**src/mm3_pkg.sv**
```systemverilog
`timescale 1ns / 1ps
`default_nettype none
// ----------------------------------------------------------------------------
// mm3_pkg
// Shared constants, types and helpers of the 32-bit string hash block.
// ----------------------------------------------------------------------------
package mm3_pkg;

	localparam logic [31:0] K1_MUL_A   = 32'hcc9e2d51;
	localparam logic [31:0] K1_MUL_B   = 32'h1b873593;
	localparam logic [31:0] FIN_MUL_A  = 32'h85ebca6b;
	localparam logic [31:0] FIN_MUL_B  = 32'hc2b2ae35;
	localparam logic [31:0] H1_ADD     = 32'he6546b64;

	localparam int unsigned QUEUE_DEPTH = 4;
	localparam int unsigned QPTR_W      = $clog2(QUEUE_DEPTH);

	// one queued job for the mixing engine
	typedef struct packed {
		logic [7:0]  lo_byte;
		logic [7:0]  hi_byte;
		logic        has_k;
		logic        pair;
		logic        finish;
		logic [31:0] len;
	} mm3_entry_t;

	typedef enum logic [2:0] {
		B_IDLE,
		B_K1,
		B_K2,
		B_MIX,
		B_F1,
		B_F2,
		B_OUT
	} mm3_state_t;

	function automatic logic [31:0] rotl15(input logic [31:0] v);
		return {v[16:0], v[31:17]};
	endfunction

	function automatic logic [31:0] rotl13(input logic [31:0] v);
		return {v[18:0], v[31:19]};
	endfunction

endpackage
`default_nettype wire

```
**src/mm3_front.sv**
```systemverilog
`timescale 1ns / 1ps
`default_nettype none
// ----------------------------------------------------------------------------
// mm3_front
// Takes input bytes, pairs them up and queues one mixing job per pair or
// per string end.
// ----------------------------------------------------------------------------
module mm3_front (
	input  wire                  clk,
	input  wire                  arst_n,
	input  wire                  in_valid,
	output logic                 in_stall,
	input  wire  [7:0]           data_byte,
	input  wire                  last_item,
	input  wire                  no_byte,
	input  wire                  q_full,
	output logic                 q_push,
	output mm3_pkg::mm3_entry_t  q_entry
);

	logic        accept;
	logic        pair;
	logic [7:0]  held_q;
	logic        waiting_q;
	logic [30:0] count_q;
	logic [30:0] count_nx;

	assign in_stall = q_full;
	assign accept   = in_valid && !q_full;
	assign pair     = waiting_q && !no_byte;
	// only bit 30 and below of the count reach the length after doubling
	assign count_nx = no_byte ? count_q : count_q + 31'd1;

	always_comb begin
		q_entry.lo_byte = waiting_q ? held_q : data_byte;
		q_entry.hi_byte = pair ? data_byte : 8'd0;
		q_entry.has_k   = waiting_q || (!no_byte && last_item);
		q_entry.pair    = pair;
		q_entry.finish  = last_item;
		q_entry.len     = {count_nx, 1'b0};
		q_push          = accept && (last_item || pair);
	end

	always_ff @(posedge clk or negedge arst_n) begin
		if (!arst_n) begin
			waiting_q <= 1'b0;
			count_q   <= '0;
			held_q    <= '0;
		end else if (accept) begin
			if (last_item) begin
				waiting_q <= 1'b0;
				count_q   <= '0;
				held_q    <= '0;
			end else if (!no_byte) begin
				count_q <= count_nx;
				if (waiting_q) begin
					waiting_q <= 1'b0;
				end else begin
					held_q    <= data_byte;
					waiting_q <= 1'b1;
				end
			end
		end
	end

endmodule
`default_nettype wire

```
**src/mm3_queue.sv**
```systemverilog
`timescale 1ns / 1ps
`default_nettype none
// ----------------------------------------------------------------------------
// mm3_queue
// Short first-in first-out queue of mixing jobs between front and back.
// ----------------------------------------------------------------------------
module mm3_queue (
	input  wire                  clk,
	input  wire                  arst_n,
	input  wire                  push,
	input  mm3_pkg::mm3_entry_t  push_entry,
	input  wire                  pop,
	output mm3_pkg::mm3_entry_t  head_entry,
	output logic                 full,
	output logic                 empty
);

	mm3_pkg::mm3_entry_t               mem_q [mm3_pkg::QUEUE_DEPTH];
	logic [mm3_pkg::QPTR_W-1:0]        wr_ptr_q;
	logic [mm3_pkg::QPTR_W-1:0]        rd_ptr_q;
	logic [mm3_pkg::QPTR_W:0]          fill_q;

	assign full       = (fill_q == (mm3_pkg::QPTR_W+1)'(mm3_pkg::QUEUE_DEPTH));
	assign empty      = (fill_q == '0);
	assign head_entry = mem_q[rd_ptr_q];

	always_ff @(posedge clk) begin
		if (push && !full) begin
			mem_q[wr_ptr_q] <= push_entry;
		end
	end

	always_ff @(posedge clk or negedge arst_n) begin
		if (!arst_n) begin
			wr_ptr_q <= '0;
			rd_ptr_q <= '0;
			fill_q   <= '0;
		end else begin
			if (push && !full) begin
				wr_ptr_q <= wr_ptr_q + mm3_pkg::QPTR_W'(1);
			end
			if (pop && !empty) begin
				rd_ptr_q <= rd_ptr_q + mm3_pkg::QPTR_W'(1);
			end
			case ({push && !full, pop && !empty})
				2'b10:   fill_q <= fill_q + (mm3_pkg::QPTR_W+1)'(1);
				2'b01:   fill_q <= fill_q - (mm3_pkg::QPTR_W+1)'(1);
				default: fill_q <= fill_q;
			endcase
		end
	end

endmodule
`default_nettype wire

```
**src/mm3_back.sv**
```systemverilog
`timescale 1ns / 1ps
`default_nettype none
// ----------------------------------------------------------------------------
// mm3_back
// Mixing engine: runs each queued job through one shared multiplier, keeps
// the running hash and finalizes it into the output register.
// ----------------------------------------------------------------------------
module mm3_back (
	input  wire                  clk,
	input  wire                  arst_n,
	input  wire                  q_empty,
	input  mm3_pkg::mm3_entry_t  q_entry,
	output logic                 q_pop,
	output logic                 out_valid,
	input  wire                  out_stall,
	output logic [31:0]          hash_value
);

	mm3_pkg::mm3_state_t state_q, state_nx;
	mm3_pkg::mm3_entry_t job_q;
	logic [31:0]         acc_q;
	logic [31:0]         hash_q;
	logic                out_valid_q;
	logic [31:0]         out_hash_q;
	logic [31:0]         mul_a;
	logic [31:0]         mul_b;
	logic [31:0]         prod;
	logic [31:0]         fin_x;
	logic [31:0]         fin_y;
	logic [31:0]         mixed;
	logic                out_free;

	assign out_valid  = out_valid_q;
	assign hash_value = out_hash_q;
	assign out_free   = !out_valid_q || !out_stall;

	assign fin_x = hash_q ^ job_q.len;
	assign fin_y = acc_q ^ (acc_q >> 13);
	assign mixed = mm3_pkg::rotl13(hash_q ^ acc_q);
	assign prod  = mul_a * mul_b;

	always_ff @(posedge clk or negedge arst_n) begin
		if (!arst_n) begin
			state_q <= mm3_pkg::B_IDLE;
		end else begin
			state_q <= state_nx;
		end
	end

	always_comb begin
		state_nx = state_q;
		q_pop    = 1'b0;
		mul_a    = {16'd0, job_q.hi_byte, 8'd0} << 8 | {24'd0, job_q.lo_byte};
		mul_b    = mm3_pkg::K1_MUL_A;
		case (state_q)
			mm3_pkg::B_IDLE: begin
				if (!q_empty) begin
					q_pop    = 1'b1;
					state_nx = q_entry.has_k ? mm3_pkg::B_K1 : mm3_pkg::B_F1;
				end
			end
			mm3_pkg::B_K1: begin
				state_nx = mm3_pkg::B_K2;
			end
			mm3_pkg::B_K2: begin
				mul_a    = mm3_pkg::rotl15(acc_q);
				mul_b    = mm3_pkg::K1_MUL_B;
				state_nx = mm3_pkg::B_MIX;
			end
			mm3_pkg::B_MIX: begin
				state_nx = job_q.finish ? mm3_pkg::B_F1 : mm3_pkg::B_IDLE;
			end
			mm3_pkg::B_F1: begin
				mul_a    = fin_x ^ (fin_x >> 16);
				mul_b    = mm3_pkg::FIN_MUL_A;
				state_nx = mm3_pkg::B_F2;
			end
			mm3_pkg::B_F2: begin
				mul_a    = fin_y;
				mul_b    = mm3_pkg::FIN_MUL_B;
				state_nx = mm3_pkg::B_OUT;
			end
			mm3_pkg::B_OUT: begin
				if (out_free) begin
					state_nx = mm3_pkg::B_IDLE;
				end
			end
			default: begin
				state_nx = mm3_pkg::B_IDLE;
			end
		endcase
	end

	always_ff @(posedge clk) begin
		if (state_q == mm3_pkg::B_IDLE && !q_empty) begin
			job_q <= q_entry;
		end
		if (state_q == mm3_pkg::B_K1 || state_q == mm3_pkg::B_K2 ||
		    state_q == mm3_pkg::B_F1 || state_q == mm3_pkg::B_F2) begin
			acc_q <= prod;
		end
		if (state_q == mm3_pkg::B_OUT && out_free) begin
			out_hash_q <= acc_q ^ (acc_q >> 16);
		end
	end

	always_ff @(posedge clk or negedge arst_n) begin
		if (!arst_n) begin
			hash_q      <= '0;
			out_valid_q <= 1'b0;
		end else begin
			if (state_q == mm3_pkg::B_MIX) begin
				// a tail byte is xored in without the h1 mix
				hash_q <= job_q.pair ? mixed + (mixed << 2) + mm3_pkg::H1_ADD
				                     : hash_q ^ acc_q;
			end else if (state_q == mm3_pkg::B_OUT && out_free) begin
				hash_q <= '0;
			end
			if (state_q == mm3_pkg::B_OUT && out_free) begin
				out_valid_q <= 1'b1;
			end else if (!out_stall) begin
				out_valid_q <= 1'b0;
			end
		end
	end

endmodule
`default_nettype wire

```
**src/murmur3_char_pair_string_hash.sv**
```systemverilog
`timescale 1ns / 1ps
`default_nettype none
// ----------------------------------------------------------------------------
// murmur3_char_pair_string_hash
// 32-bit string hash over a byte stream, two bytes to a mixed word.
// ----------------------------------------------------------------------------
// Input channel: one word per string byte (data_byte, last_item, no_byte),
// taken at an edge with in_valid high and in_stall low. Raise last_item on
// the final byte, or send no_byte with last_item for an empty string.
// Output channel: one hash_value per string, held while out_stall is high.
// The front pairs bytes and takes one word a cycle while its four-job queue
// has room; in_stall is high only when that queue is full.
// The back mixes with one shared 32x32 multiplier: a byte pair passes
// through the K1, K2 and mix steps before the back takes its next job.
// After the last word, a job that leaves nothing to mix (empty string, or
// an even count closed by an empty word) goes through the F1, F2 and output
// steps; one that mixes in a byte pair or a tail byte first goes through K1,
// K2 and mix before them. Jobs still queued ahead of it are served first.
// A stalled result holds the back in its output step; the queue keeps
// filling until full. Reset clears the queue, the held byte, the count,
// the running hash and out_valid.
// ----------------------------------------------------------------------------
module murmur3_char_pair_string_hash (
	input  wire         clk,
	input  wire         arst_n,
	input  wire         in_valid,
	output logic        in_stall,
	input  wire  [7:0]  data_byte,
	input  wire         last_item,
	input  wire         no_byte,
	output logic        out_valid,
	input  wire         out_stall,
	output logic [31:0] hash_value
);

	mm3_pkg::mm3_entry_t push_entry;
	mm3_pkg::mm3_entry_t head_entry;
	logic                push;
	logic                pop;
	logic                full;
	logic                empty;

	mm3_front u_front (
		.clk       (clk),
		.arst_n    (arst_n),
		.in_valid  (in_valid),
		.in_stall  (in_stall),
		.data_byte (data_byte),
		.last_item (last_item),
		.no_byte   (no_byte),
		.q_full    (full),
		.q_push    (push),
		.q_entry   (push_entry)
	);

	mm3_queue u_queue (
		.clk        (clk),
		.arst_n     (arst_n),
		.push       (push),
		.push_entry (push_entry),
		.pop        (pop),
		.head_entry (head_entry),
		.full       (full),
		.empty      (empty)
	);

	mm3_back u_back (
		.clk        (clk),
		.arst_n     (arst_n),
		.q_empty    (empty),
		.q_entry    (head_entry),
		.q_pop      (pop),
		.out_valid  (out_valid),
		.out_stall  (out_stall),
		.hash_value (hash_value)
	);

endmodule
`default_nettype wire

```
**config.mk**
```make
export PLATFORM = sky130hd
export DESIGN_NAME = murmur3_char_pair_string_hash
export DESIGN_NICKNAME = d
export VERILOG_FILES = /design/src/mm3_pkg.sv /design/src/mm3_front.sv /design/src/mm3_queue.sv /design/src/mm3_back.sv /design/src/murmur3_char_pair_string_hash.sv
export SDC_FILE = /design/constraint.sdc
export NUM_CORES = 2
export LEC_CHECK = 0
export BUFFER_PORTS_ARGS = -buffer_cell sky130_fd_sc_hd__clkbuf_2
export CAP_MARGIN = 20
export CELL_PAD_IN_SITES_DETAIL_PLACEMENT = 1
export CELL_PAD_IN_SITES_GLOBAL_PLACEMENT = 1
export CORE_MARGIN = 1.5
export CORE_UTILIZATION = 48
export CTS_CLUSTER_SIZE = 40
export DETAILED_ROUTE_END_ITERATION = 12
export GPL_TIMING_DRIVEN = 0
export MAX_ROUTING_LAYER = met4
export PLACE_DENSITY = 0.89
export SLEW_MARGIN = 30
export SYNTH_ARGS = -nofsm -noshare
export SYNTH_HDL_FRONTEND = slang
export SYNTH_SLANG_ARGS = --single-unit
```
**constraint.sdc**
```tcl
create_clock -name clk -period 8.6 [get_ports clk]
set_input_delay 1.29 -clock clk [delete_from_list [all_inputs] [get_ports clk]]
set_output_delay 1.29 -clock clk [all_outputs]
set_load 0.02 [all_outputs]
```
==> metrics.txt <==
Seq/Total Area, Yosys=34.5%; Site Rows=96; Avg Cell Area, Syn=11.0 um2; Worst Tran Pin Value=1010 ps; Synth area leaders=edfxtp_1 28%, fa_1 23%, ha_1 7.6%, inv_1 6.8%, dfrtp_1 6.2%; gpl congestion=1.04; gr ovfl total=0; # clock sinks=396; Critical Path RT=around 9000 ps; Avg WL per Cell=29.5 um; Primary FF master, synth=edfxtp_1; Final period util=between 90% and 100%; via count=about 24000; CTS tree=done; Syn Inst Count=~3000; Slew headroom=33.0%; Initial Utilization=48.5%; unrepaired setup endpoints after global routing=true; port buffer count=47; fmax=117 MHz; Top-Level Pins=48; final WL=123000 um; share of flip-flops with an asynchronous set or reset=21.0%; Final nets=3802; initial drt markers=about 2400; Worst-path clk slew=roughly 60 ps; CTS root buffer=clkbuf_16; CTS Hold Buffers Added=0; clk buf depth=3; Final Setup Violations=0; critical path startpoint category=flop; Final Max Tran Viols=0; H-Tree Depth=2; Hold WS=443 ps; Util after Layout=between 50% and 60%; yosys warns=0; core area=0.0686 mm2; post-route cell area=0.0379 mm2; vias per cell=5.85; WP data arrival=8910 ps; Die H=266 um; fin crit period=~8600 ps; first-pass GRT wire length=between 150000 and 200000 um; commonest cells in the netlist=600 x inv_1, 390 x fa_1, 313 x edfxtp_1; Synth Register Bits=396; top-count cell post-synth=inv_1; Mapped Nets=about 3600; Placed Area=0.0349 mm2; CP Max Fanout=10; clk_lat worst skew=640 ps; vias in the first global route=27000; DP Wirelength=94600 um; DR pass1 iterations=7; Layout area overhead=14.1%; Distinct cells, synth=75; Final ANT Viol Nets=0; Clock Skews=42.9 ps; filler cell count=7247; Synth top area share=28.3%; share of cells above drive strength 1=15.0%; Worst setup EP type=flop; DRC viols=0; WS Path Type=reg -> reg; number of synthesized flops with an enable pin=roughly 310; min-delay worst type=reg -> reg; die area=between 0.07 and 0.08 mm2; Synth Cell Area=0.0332 mm2; initial antenna violation count=7; max_cap viols=0; GRT Total Usage=36.2%; area leader, netlist=edfxtp_1; width of the die=266 um; largest net degree at the start of global routing=52; total CTS buffers=45; final hold viol count=0; status=finished, final reports clean
[sequential cells by signal, indices dropped and copies added (netlist names)]
| name | count |
|---|---|
| u_queue.mem_q | 200 |
| u_back.out_valid | 1 |
| u_back.acc_q | 32 |
| u_back.state_q | 3 |
| u_back.job_q | 49 |
| u_queue.wr_ptr_q | 2 |
| u_front.waiting_q | 1 |
| u_front.held_q | 8 |
| u_back.hash_value | 32 |
| u_queue.rd_ptr_q | 2 |
| u_back.hash_q | 32 |
| u_front.count_q | 31 |
| u_queue.fill_q | 3 |
[final timing paths]
| check | start | to | slack, ps | depth (start not counted) |
|---|---|---|---|---|
| min in group asynchronous | arst_n | u_front.held_q[4]$_DFFE_PN0P_ | 580 | 1 |
| setup reg to reg | u_back.state_q[2]$_DFFE_PN0P_ | u_back.acc_q[31]$_DFFE_PP_ | 50 | 27 |
| setup / recovery | u_back.state_q[2]$_DFFE_PN0P_ | u_back.acc_q[31]$_DFFE_PP_ | 50 | 27 |
| hold / removal | u_back.acc_q[23]$_DFFE_PP_ | u_back.hash_value[23]$_DFFE_PP_ | 440 | 0 |
| hold reg to reg | u_back.acc_q[23]$_DFFE_PP_ | u_back.hash_value[23]$_DFFE_PP_ | 440 | 0 |
| max in group asynchronous | arst_n | u_back.hash_q[12]$_DFFE_PN0P_ | 7410 | 2 |
[worst max-delay path, stage by stage (launching register included)]
cell	delay, ps
dfrtp_1	420
buf_4	190
or3b_1	420
buf_6	200
nand2_8	100
nor2_1	120
a31oi_4	280
inv_1	240
nor2_2	360
fa_1	510
fa_1	540
inv_1	60
fa_1	430
fa_1	530
fa_1	560
inv_1	50
fa_1	500
fa_1	440
fa_1	510
ha_2	310
a21o_1	190
a21oi_1	170
o21ai_0	110
o21bai_4	210
a41oi_4	260
o21bai_1	120
a21oi_2	340
xnor2_1	120
[timing repair]
| item | in CTS | in global routing |
|---|---|---|
| cloned | 0 | 0 |
| endpoints found under the setup margin | 19 | 5 |
| buffers inserted | 36 | 33 |
| resized for setup | 179 | 94 |
| pin swaps | 15 | 19 |
[cell type report]
class / instances / area, um2 / area share (%)
antenna: 6 / 15.0 / 0.0396
buffer: 105 / 651 / 1.72
clock inverter: 20 / 184 / 0.485
sequential: 396 / 11500 / 30.3
inverter: 607 / 2290 / 6.03
multi-input combinational: 1904 / 19800 / 52.2
tap: 931 / 1160 / 3.07
timing repair buffer: 136 / 1070 / 2.81
clock buffer: 64 / 1270 / 3.34
[metrics by stage]
stage	TNS [ps]	std cells	setup slack, ps
global placement	-26650	4009	-2360
floorplan	0	3031	264
global route	-73.5	4168	-26.2
detailed placement	-26910	4028	-2540
CTS	0	4131	1.63
finish	0	4169	47.4
[logic make-up after synthesis]
kind of cell               Yosys count  share of synthesized area, %
xor gates and xnor gates           242                          6.46
muxes                               78                          4.28
and+or+nand+nor                    611                          8.46
adders and majority gates          593                          31.1
buffers and inverters              731                          8.32
DFF                                396                          34.5
AOI/OAI and AO/OA                  380                          6.83
[routing by layer]
layer | GRT usage [%] | wire length (um) | part of all wire, % | up-vias
li1 | - | - | - | 10100
met1 | 41.4 | 43500 | 35 | 12400
met4 | 24.2 | 10400 | 8.5 | 0
met5 | - | 0 | 0 | -
met2 | 57.3 | 57400 | 47 | 1316
met3 | 8.05 | 11600 | 9.5 | 512
[layout by cell type (no fill, tap or decap), types with 47 or more instances in the layout]
cell type	n
nor2_1	138
fa_1	383
xor2_1	83
clkbuf_16	47
o21ai_0	126
xnor2_1	141
clkbuf_1	69
buf_4	69
clkbuf_2	52
nand2_1	211
mux4_2	50
dfrtp_1	82
edfxtp_1	313
ha_1	195
inv_1	588
a21oi_1	100
Power is not shown: default switching activity piles up to over one toggle a cycle in this logic, so the estimate is an artifact.
